<file path="config.mk">
export PLATFORM = sky130hd
export DESIGN_NAME = rmvt_ctrl
export DESIGN_NICKNAME = d
export VERILOG_FILES = /design/src/hdl/assert_macros.svh /design/src/hdl/rmvt_pkg.sv /design/src/hdl/rmvt_ctrl.sv
export SDC_FILE = /design/constraint.sdc
export NUM_CORES = 1
export LEC_CHECK = 0
export BUFFER_PORTS_ARGS = -buffer_cell sky130_fd_sc_hd__clkbuf_2
export CAP_MARGIN = 10
export CORE_AREA = 8 8 45 47
export CTS_CLUSTER_DIAMETER = 150
export CTS_CLUSTER_SIZE = 16
export DETAILED_ROUTE_END_ITERATION = 7
export DIE_AREA = 0 0 53 55
export PLACE_DENSITY = 0.72
export RECOVER_POWER = 25
export SETUP_SLACK_MARGIN = 0.15
export SYNTH_ARGS = -nofsm -noshare
export SYNTH_HDL_FRONTEND = slang
export SYNTH_SLANG_ARGS = --single-unit
</file>
<file path="constraint.sdc">
create_clock -name clock -period 1.72 [get_ports clock]
set_input_delay 0.086 -clock clock [delete_from_list [all_inputs] [get_ports clock]]
set_output_delay 0.086 -clock clock [all_outputs]
set_load 0.03 [all_outputs]
</file>
<file path="src/hdl/assert_macros.svh">
// ----------------------------------------------------------------------------
// assert_macros.svh
// Assertion shorthands used by the datapath of the range majority vote tree.
// ----------------------------------------------------------------------------
`ifndef ASSERT_MACROS_SVH
`define ASSERT_MACROS_SVH

// Check a property on every rising edge, masked while reset is high.
`define ASSERT_HOLDS(label, clk, rst, prop, msg) \
   label: assert property (@(posedge clk) disable iff (rst) (prop)) else $error(msg);

// Check that a condition in one cycle is followed by another in the next.
`define ASSERT_NEXT(label, clk, rst, ante, cons, msg) \
   label: assert property (@(posedge clk) disable iff (rst) (ante) |=> (cons)) \
      else $error(msg);

`endif

</file>
<file path="src/hdl/rmvt_pkg.sv">
// ----------------------------------------------------------------------------
// rmvt_pkg
// Request and response types, mode codes and controller/datapath links.
// ----------------------------------------------------------------------------
package rmvt_pkg;

   localparam logic MODE_SET   = 1'b0;
   localparam logic MODE_QUERY = 1'b1;

   typedef struct packed {
      logic        mode;
      logic [9:0]  position;
      logic [10:0] right_bound;
      logic [31:0] value;
   } req_type;

   typedef struct packed {
      logic [31:0] candidate;
      logic [10:0] margin;
   } rsp_type;

   // Commands from the controller, one step of datapath work each.
   typedef struct packed {
      logic load;
      logic clear;
      logic set_leaf;
      logic set_climb;
      logic query_step;
      logic drain;
      logic emit;
   } cmd_type;

   // Status from the datapath back to the controller.
   typedef struct packed {
      logic is_set;
      logic set_ok;
      logic query_empty;
      logic clear_last;
      logic climb_last;
      logic query_last;
      logic rsp_free;
   } status_type;

endpackage

</file>
<file path="src/hdl/rmvt_ctrl.sv">
// ----------------------------------------------------------------------------
// rmvt_ctrl
// Sequencer: clearing pass, leaf update climb, range fold and result hand-off.
// ----------------------------------------------------------------------------
module rmvt_ctrl (
   input  logic                clock,
   input  logic                reset,
   input  logic                req_valid,
   output logic                req_stall,
   input  rmvt_pkg::status_type status,
   output rmvt_pkg::cmd_type    cmd
);

   typedef enum logic [6:0] {
      ST_CLEAR     = 7'b0000001,
      ST_IDLE      = 7'b0000010,
      ST_SET_LEAF  = 7'b0000100,
      ST_SET_CLIMB = 7'b0001000,
      ST_QUERY     = 7'b0010000,
      ST_DRAIN     = 7'b0100000,
      ST_FINAL     = 7'b1000000
   } state_type;

   state_type state_ff;
   state_type state_in;
   logic      accept;

   assign req_stall = (state_ff != ST_IDLE);
   assign accept    = req_valid && !req_stall;

   always_comb begin
      state_in = state_ff;
      cmd      = '0;
      unique case (state_ff)
         ST_CLEAR: begin
            cmd.clear = 1'b1;
            if (status.clear_last) begin
               state_in = ST_IDLE;
            end
         end
         ST_IDLE: begin
            cmd.load = accept;
            if (accept) begin
               if (status.is_set) begin
                  state_in = status.set_ok ? ST_SET_LEAF : ST_IDLE;
               end else begin
                  state_in = status.query_empty ? ST_FINAL : ST_QUERY;
               end
            end
         end
         ST_SET_LEAF: begin
            cmd.set_leaf = 1'b1;
            state_in     = ST_SET_CLIMB;
         end
         ST_SET_CLIMB: begin
            cmd.set_climb = 1'b1;
            if (status.climb_last) begin
               state_in = ST_IDLE;
            end
         end
         ST_QUERY: begin
            cmd.query_step = 1'b1;
            if (status.query_last) begin
               state_in = ST_DRAIN;
            end
         end
         ST_DRAIN: begin
            cmd.drain = 1'b1;
            state_in  = ST_FINAL;
         end
         ST_FINAL: begin
            // hold the result until the output register is free
            cmd.emit = status.rsp_free;
            if (status.rsp_free) begin
               state_in = ST_IDLE;
            end
         end
         default: begin
            state_in = ST_CLEAR;
         end
      endcase
   end

   always_ff @(posedge clock) begin
      if (reset) begin
         state_ff <= ST_CLEAR;
      end else begin
         state_ff <= state_in;
      end
   end

endmodule

</file>
# Word-level counts from Yosys, hierarchy flattened

Index checks and enable logic that the tools add are counted.

Output and inout port bits: 8
Logic and storage cells: 33
Flip-flop bits (word level): 7
Bits of input ports: 10

Mux-type cells: 16
Equal/unequal tests: 13
Reduce and logical (&&, ||, !) cells: 3

Operators by type and width:

| cell               | count |
|---|---|
| $mux 7             | 7 |
| $pmux 7 s7         | 1 |
| $ne 2x2->1 const B | 5 |
| $eq 7x1->1 const B | 1 |
| $eq 7x2->1 const B | 1 |
| $eq 7x3->1 const B | 1 |
| $eq 7x4->1 const B | 1 |
| $eq 7x5->1 const B | 1 |
| $eq 7x6->1 const B | 1 |
| $eq 7x7->1 const B | 1 |
| $mux 1             | 7 |
| $ne 7x2->1 const B | 1 |
| $reduce_and 5->1   | 1 |
| $mux 3             | 1 |
| $logic_and 1x1->1  | 1 |
| $logic_not 1->1    | 1 |

# Logic depth before layout (Yosys ltp)

Gate-level depths: netlist of the first run.

Word-level depth: 5
Mapped depth: 6
Gate-level depth less buffers: 5

# Worst setup path before layout of the first run

Ideal clock, no wire load.

Path kind: register to output
From: register state_ff[2]
To: output cmd[5] in the netlist's numbering
Buffers on the path: 1
Cell stages (with the launch flop): 4
Arrival time: 2028 ps
Slack: -394 ps
Data required time: 1634 ps
Cells stage by stage: dfxtp_1 > buf_6 > or4_4 > nor4b_1

RTL lines:

| what                   | RTL line        | RTL |
|---|---|---|
| from (decl)            | rmvt_ctrl.sv:24 | `state_type state_ff;` |
| from (signal assigned) | rmvt_ctrl.sv:88 | `state_ff <= state_in;` |
| to (decl)              | rmvt_ctrl.sv:11 | `output rmvt_pkg::cmd_type cmd` |

==> results of run 1 <==
## power by group through the flow
stage	sequential (uW)	clock, uW	combinational [uW]
after floorplan	200	0	345
after global placement	210	0	438
after detailed placement	210	0	446
after CTS	209	154	547
after global routing	221	160	621
final	216	151	576
## what timing repair did
item / CTS / global route
cloned: 0 / 0
setup buffers: 4 / 2
pin swaps: 5 / 10
setup endpoints to repair: 13 / 15
resized for setup: 19 / 19
## layout by cell type, fill, tap and decap left out, drive strengths merged
master and instances:
nor2 7, nor2b 1, nand3 4, nor4b 3, a211oi 1, buf 15
o211ai 3, a311o 1, and4b 2, or4 1, o2111a 1, or2 1
o2111ai 2, inv 7, xor2 1, or4b 1, nand2 1, dfxtp 7
and2 2, nand2b 1, or3 1, clkbuf 19, a21oi 5, nor4 1
nor3b 4, o21a 1, o21ai 4, xnor2 1, nor3 6
## through the flow
step,TNS (ns),total power [uW]
floorplan,0,545.7
global placement,0,648.2
detailed placement,0,656.1
CTS,-0.1020,909.9
global route,-0.1962,1003
finish,-0.03297,943.4
## cells in the mapped netlist, drive strengths merged
cell type / number
dfxtp: 7
inv: 7
nor2: 7
buf: 6
nor3: 6
a21oi: 5
nand3: 4
nor3b: 4
o21ai: 4
nor4b: 3
o211ai: 3
and2: 2
and4b: 2
o2111ai: 2
a211oi: 1
a311o: 1
nand2: 1
nand2b: 1
nor2b: 1
nor4: 1
o2111a: 1
o21a: 1
or2: 1
or3: 1
or4: 1
or4b: 1
xnor2: 1
xor2: 1
## cell type report
class	count	share of cell area
tap	16	0.02078
clock buffer	4	0.02727
timing repair buffer	30	0.2519
multi-input combinational	56	0.5143
sequential	7	0.1532
inverter	7	0.03247
## layer usage
layer / wire (um) / global-route usage / part of all wire
met2: 990 / 0.2598 / 0.52
met1: 796 / 0.1459 / 0.42
met3: 89 / 0.04545 / 0.046
met5: 0 / 0 / 0
met4: 41 / 0.07759 / 0.021
## critical path: cells and delay by family, from the launching register on
kind	cells	cell delay, ns
and+or+nand+nor	2	0.85
DFF	1	0.36
buffers and inverters	1	0.21
## cell families (layout without fill, tap and decap cells)
logic type | Yosys count | in the layout
AND/OR/NAND/NOR | 36 | 36
AO/OA/AOI/OAI | 18 | 18
flip-flops | 7 | 7
XOR/XNOR | 2 | 2
buffers and inverters | 13 | 41
## worst max-delay path by stage
stage | cells after the start | end | from
after floorplan | 5 | state_ff[3] | state_ff[2]
after global placement | 4 | cmd[6] | state_ff[2]
after detailed placement | 4 | cmd[6] | state_ff[2]
after CTS | 3 | cmd[3] | state_ff[4]
after global routing | 3 | cmd[3] | state_ff[4]
final | 3 | cmd[3] | state_ff[4]
==> results.txt, run 1 <==
Status - finished, violations left
Failing checks - negative setup slack
Syn Area/Cell - 8.001 um2
Initial core utilization - 0.4394
Crit-path slowest cell - or4_4
Critical path type - flip-flop to primary output
Post-synthesis xor/xnor area fraction - 0.02881
Core box area - 1384 um2
Worst hold start - reset
Ratio of cells with drive above 1 in the final layout - 0.5577
Tot GR Track Use - 0.1443
Reg power frac - 0.229
Htree depth - 1
Gr ovfl total - 0
Multiplexer share of the synthesized area - 0
Req. time, crit path - 1.63 ns
VDD IR-drop max - 0.5711 mV
Fill cells - 115
YS warnings - 0
First-pass iteration count of the detailed router - 4
Post-Synth Simple-Gate Area - 0.4115
# DRC - 0
Yosys cell types - 36
Post-placement cell area - 752.0 um2
Crit-path max FO - 4
Worst hold path type - input pin to flip-flop
Final-report hold violation count - 0
Unrepaired setup endpoints after global routing - yes
Post-DRT Antenna Nets - 0
Comb power frac - 0.610
Slack of the worst reg-to-reg path - 0.09 ns
Internal power - 565.0 uW
Clock-pin slew on the worst setup and hold paths - 0.05 ns
Crit end category - primary output
Worst reg2reg startpoint - state_ff[4]
Area of the mapped netlist - 608.1 um2
MaxCap Viol Count - 0
Syn nets - 86
Layout Utilization - 0.6962
Hold_ws - 0.06935 ns
Number of global-route vias before repair - 741
Largest family of logic cells by synthesized area - simple AND/OR/NAND/NOR gates
Final period util - 1.019
Routed length per instance - 15.98 um
Final setup viols - 1
Area leader, netlist - dfxtp_1
Seq cells post-synth - 7
Post-Layout Cell Count - 120
Num CTS Buffers - 3
Biggest register - state_ff
Sink Count - 7
Final nets - 115
RD Place Congestion - 0.8811
Synth top area share - 0.2305
Slew headroom - 0.6126
Post-Synth Adder-Cell Area - 0
# hold bufs at CTS - 0
TritonCTS clock tree - done
Row Count - 14
Slowest stage delay, CP - 0.58 ns
Net switching power - 378.4 uW
Initial antenna violation count - 0
Worst Path Arrival - 1.67 ns
Worst Setup Start Kind - flip-flop
Pins Over Slew Limit - 0
Starting DRT DRC Count - 9
Fmax - 570.5 MHz
Clk pwr share - 0.160
Compound-Gate Fraction of Synth Area - 0.2181
CP cell instances - or4_4, nor4b_4, clkbuf_8
DR vias - 698
Final instance area - 963.4 um2
Largest cells by area after synthesis - dfxtp_1, nor3b_1, nor4b_2
PnR worst setup slack - -0.03297 ns
Clock skew - 0.003136 ns
Die H - 55 um
Gate Count Post-Synth - 76
Clock buffer depth - 2
Storage cell area - 147.6 um2
First-pass GRT wire length - 3229 um
DP Cell Count - 110
# diodes - 0
Worst hold endpoint - state_ff[4]
Routed WL - 1917 um
Die area - 2915 um2
Via density - 5.817
Seq/Total Area, Yosys - 0.2305
Die X - 53 um
Top flop regs - state_ff (7)
Port Buffers - 17
Worst-Skew Late Latency - 0.25 ns
Worst Tran Pin Value - 0.5803 ns
Max reg flops - 7
Clk root buf - clkbuf_4
P&R area growth vs syn - 58.44%
Cells on Worst Hold Path - 2
FF-to-FF End - state_ff[1]
Placement Setup Slack - 0.07698 ns
Largest net degree at the start of global routing - 13
Leak - 0.0003914 uW
FF-to-FF path depth - 5
DP Wirelength - 1366 um
Switching part of the total power - 0.4011
# IOs - 18
PD cells - 979.2 nW/um2
Min Tclk post-route - 1.753 ns
Multi-input logic area - 495.5 um2
No activity file was read; power rests on OpenSTA's default activity.
==> inputs of run 2 (changes only) <==
- SKIP_CTS_REPAIR_TIMING: not set -> 1
==> run 2 against run 1 <==
The flow still finishes with violations (negative setup slack). Global-route usage shrank 1.9 points. Core utilization fell by 3.1 points. Cell area decreased by 4.4%. Sequential share of layout area rose by 0.84 points. Combinational power down 5.7%. Fmax is 0.17% higher. Via count fell by 2.9%. Power down 4.4%. Clock power about the same. First-iteration DRC count increased to 2.7 times the previous value. Count of clock-buffer cells in the layout unchanged. Largest power group unchanged.
==> results.txt, run 2 (synthesis results as in run 1) <==
Status - finished, violations left
Failing checks - negative setup slack
Htree depth - 1
Tot GR Track Use - 0.1257
Routed length per instance - 15.53 um
Leak - 0.0003851 uW
Clock buffer depth - 2
Final setup viols - 3
Worst Tran Pin Value - 0.3418 ns
Gr ovfl total - 0
MaxCap Viol Count - 0
CP cell instances - or4b_4, nor3_4, and2_2, buf_6
Initial core utilization - 0.4394
Via density - 5.650
Critical path type - flip-flop to primary output
Slew headroom - 0.7703
Sink Count - 7
# diodes - 0
Crit path depth - 4
Leading cell types in the layout, fill and taps excluded - buf_4, clkbuf_2, inv_1, nor2_1
DR vias - 678
Biggest register - state_ff
RD Place Congestion - 0.8811
Row Count - 14
VDD IR-drop max - 0.6018 mV
Clk root buf - clkbuf_4
First-pass iteration count of the detailed router - 4
Port Buffers - 17
Post-DRT Antenna Nets - 0
# IOs - 18
Num CTS Buffers - 3
Pins Over Slew Limit - 0
Setup TNS Final - -0.05789 ns
First-pass GRT wire length - 2766 um
Routed WL - 1864 um
Layout Utilization - 0.6655
PD cells - 979.1 nW/um2
Slowest stage delay, CP - 0.55 ns
Max reg flops - 7
# DRC - 0
Fill cells - 115
Largest net degree at the start of global routing - 13
Initial antenna violation count - 0
Commonest non-fill, non-tap cell in the layout - buf_4
Top flop regs - state_ff (7)
DP Wirelength - 1366 um
Final period util - 1.017
Worst hold path type - input pin to flip-flop
Worst Setup Start Kind - flip-flop
Worst-Skew Late Latency - 0.25 ns
TritonCTS clock tree - done
Final nets - 115
Crit-path slowest cell - or4b_4
PnR worst setup slack - -0.02999 ns
Number of global-route vias before repair - 668
Placement Setup Slack - 0.07698 ns
Worst Path Arrival - 1.66 ns
Crit path max-delay family - simple AND/OR/NAND/NOR gates
Die H - 55 um
Final-report hold violation count - 0
Clock-pin slew on the worst setup and hold paths - 0.05 ns
Ratio of cells with drive above 1 in the final layout - 0.5577
Clock skew - 0.001377 ns
Starting DRT DRC Count - 24
FF-to-FF path depth - 5
Req. time, crit path - 1.63 ns
Crit-path max FO - 4
Buf/Inv on CP - 1
Core box area - 1384 um2
Die X - 53 um
Unrepaired setup endpoints after global routing - yes
PnR Total Power - 901.7 uW
Die area - 2915 um2
Min Tclk post-route - 1.750 ns
Crit end category - primary output
Fmax - 571.4 MHz
Cells on Worst Hold Path - 2
P&R area growth vs syn - 51.44%
run 2: changes by cell type in the layout (fill, tap and decap cells not counted), sizes merged:
cell	before	now
clkbuf	19	16
buf	15	18
run 2: final cells by class:
cell class	instances	area (um2)	share of cell area
tap	16	20.02	0.02174
inverter	7	28.78	0.03125
timing repair buffer	30	219.0	0.2378
clock buffer	4	26.28	0.02853
sequential	7	148.9	0.1617
multi-input combinational	56	478.0	0.5190
run 2: worst register-to-register path, delay by kind of cell, from the launching register on:
| kind | cells | cell delay [ns] |
|---|---|---|
| and+or+nand+nor | 2 | 0.80 |
| DFF | 1 | 0.35 |
| buffers and inverters | 1 | 0.16 |
| AOI/OAI and AO/OA | 2 | 0.27 |
run 2: metal layers:
layer | routed length (um) | global-route usage | vias to the layer above
li1 | - | - | 335
met1 | 736 | 0.1216 | 316
met2 | 989 | 0.2402 | 25
met3 | 120 | 0.04011 | 2
met4 | 18 | 0.05172 | 0
met5 | 0 | 0 | -
run 2: worst paths after layout:
check | slack [ns] | end | start
max reg2reg | 0.05 | state_ff[1] | state_ff[4]
min | 0.07 | state_ff[4] | reset
min reg2reg | 0.65 | state_ff[0] | state_ff[5]
max | -0.03 | cmd[6] | state_ff[4]
run 2: power breakdown:
| group | internal [uW] | switching [uW] | total [uW] |
|---|---|---|---|
| combinational | 268 | 275 | 543 |
| sequential | 184 | 25.4 | 209 |
| clock | 88.6 | 61.1 | 150 |
| total | 540 | 361 | 902 |
run 2: metrics by stage:
step           area, um2  cells  hold WS (ns)
3_5_place_dp       752.0    110        0.3367
4_1_cts            778.2    114       0.06880
6_report           920.9    120       0.06528
5_1_grt            920.9    120       0.07305
2_1_floorplan      635.6     76        0.1551
3_3_place_gp       752.0    110        0.3338
==> inputs of run 3 (changes only) <==
- ABC_AREA: not set -> 1
- CTS_CLUSTER_DIAMETER: 150 -> 30
- PLACE_DENSITY: 0.72 -> 0.67
==> run 3 against run 2 <==
The run now ends clean. Synthesized cell count up 18%. Combinational power down 3%. First-iteration DRC count down 67%. Sequential share of layout area up 4.6 points. Cell count up 5.0%. Hold slack worse by 0.058 ns. Global-route usage down 3.1 points. Via count down 17%. Sequential cell count unchanged. Clock skew up 0.0037 ns. Setup slack better by 0.31 ns. Non-clock buffer count down 13. Largest power group unchanged.
==> results.txt, run 3 <==
Tot GR Track Use - 0.09464
Seq cells post-synth - 7
PD cells - 1334 nW/um2
Routed length per instance - 9.786 um
RD Place Congestion - 0.7469
Number of global-route vias before repair - 518
TritonCTS clock tree - done
Max reg flops - 7
Die H - 55 um
Final-report hold violation count - 0
# IOs - 18
P&R area growth vs syn - 22.22%
Initial antenna violation count - 0
Gr ovfl total - 0
VDD IR-drop max - 0.5367 mV
Hold_ws - 0.007706 ns
# DRC - 0
Fmax - 694.2 MHz
Area of the mapped netlist - 551.8 um2
Die X - 53 um
Core box area - 1384 um2
Final nets - 121
Worst Setup Start Kind - flip-flop
YS warnings - 0
Post-synth EDFFs - 0
Largest cells by area after synthesis - dfxtp_1, inv_1, nand2_1
Clock skew - 0.005066 ns
Initial core utilization - 0.3987
Crit-path max FO - 7
Routed WL - 1233 um
Post-Layout Cell Count - 126
Ratio of cells with drive above 1 in the final layout - 0.3091
Critical path type - flip-flop to primary output
Final period util - 0.8376
Num CTS Buffers - 3
Post-synthesis async set-or-reset flop share - 0
Htree depth - 1
Crit end category - primary output
Top-count cell post-synth - inv_1
First-pass GRT wire length - 2007 um
Synth cell count leaders - inv_1, nand2_1, nor2_1, nand3_1, dfxtp_1
Pins Over Slew Limit - 0
Clock buffer depth - 2
Post-synth top flop - dfxtp_1
Row Count - 14
Starting DRT DRC Count - 8
Worst hold path type - input pin to flip-flop
Worst Path Arrival - 1.35 ns
Syn nets - 100
Status - complete, no violations
PnR Total Power - 899.9 uW
Port Buffers - 17
Largest net degree at the start of global routing - 8
Layout Utilization - 0.4873
Seq/Total Area, Yosys - 0.2540
DR vias - 562
Clock-pin slew on the worst setup and hold paths - 0.05 ns
Via density - 4.460
Syn Area/Cell - 6.131 um2
Gate Count Post-Synth - 90
Final setup viols - 0
Yosys cell types - 17
Post-DRT Antenna Nets - 0
Worst-Skew Late Latency - 0.25 ns
Top flop regs - state_ff (7)
DP Cell Count - 122
Leak - 0.0004207 uW
Slew headroom - 0.8489
Unrepaired setup endpoints after global routing - no
Leading cell types in the layout, fill and taps excluded - inv_1, nand2_1, clkbuf_2, nor2_1, nand3_1
# diodes - 0
Commonest non-fill, non-tap cell in the layout - inv_1
Biggest register - state_ff
Setup TNS Final - 0 ns
MaxCap Viol Count - 0
Req. time, crit path - 1.63 ns
Sink Count - 7
Worst Tran Pin Value - 0.2249 ns
Synth top area share - 0.2540
First-pass iteration count of the detailed router - 4
Die area - 2915 um2
Clk root buf - clkbuf_4
Min Tclk post-route - 1.441 ns
DP Wirelength - 1056 um
Area leader, netlist - dfxtp_1
run 3: cell families (layout without fill, tap and decap cells):
family / Yosys count / in the layout / synth area share
AND/OR/NAND/NOR: 57 / 57 / 0.5601
buffers and inverters: 25 / 45 / 0.1769
flip-flops: 7 / 7 / 0.2540
AO/OA/AOI/OAI: 1 / 1 / 0.009062
run 3: final cells by class:
cell class | instances | area, um2
Clock buffer | 4 | 26.28
Fill cell | 152 | 709.4
Inverter | 24 | 90.09
Multi-Input combinational cell | 58 | 312.8
Sequential cell | 7 | 140.1
Tap cell | 16 | 20.02
Timing Repair Buffer | 17 | 85.08
run 3: metrics by stage:
stage	instance area (um2)	setup WS (ns)
global route	674.4	0.1809
floorplan	551.8	0.4618
finish	674.4	0.2794
detailed placement	649.4	0.4438
global placement	649.4	0.4607
CTS	675.6	0.2593
run 3: per-layer routing:
| layer | global-route usage | share of wire |
|---|---|---|
| met3 | 0.02406 | 0.080 |
| met2 | 0.1445 | 0.42 |
| met4 | 0.09052 | 0.032 |
| met1 | 0.1052 | 0.46 |
| met5 | 0 | 0 |
run 3: path summary, 6_finish.rpt:
check,startpoint,end,slack (ns),depth (start not counted)
max,state_ff[5],cmd[4],0.28,6
min,reset,state_ff[3],0.008,2
max reg2reg,state_ff[5],state_ff[1],0.36,8
min reg2reg,state_ff[2],state_ff[3],0.52,2
run 3: report_power, final:
group	internal [uW]	switching [uW]	total (uW)	leakage, uW
Combinational	170	356	526	0.000348
Sequential	201	27.4	228	0.0000572
Clock	88.3	57.2	145	0.0000150
Total	459	441	900	0.000421
run 3: critical path, cell delays in order, from the launching register on:
cell and delay (ns):
dfxtp_1 0.32, inv_1 0.08, nand2_2 0.07, nor2_4 0.18, nand4_1 0.15, inv_1 0.11, clkbuf_2 0.21
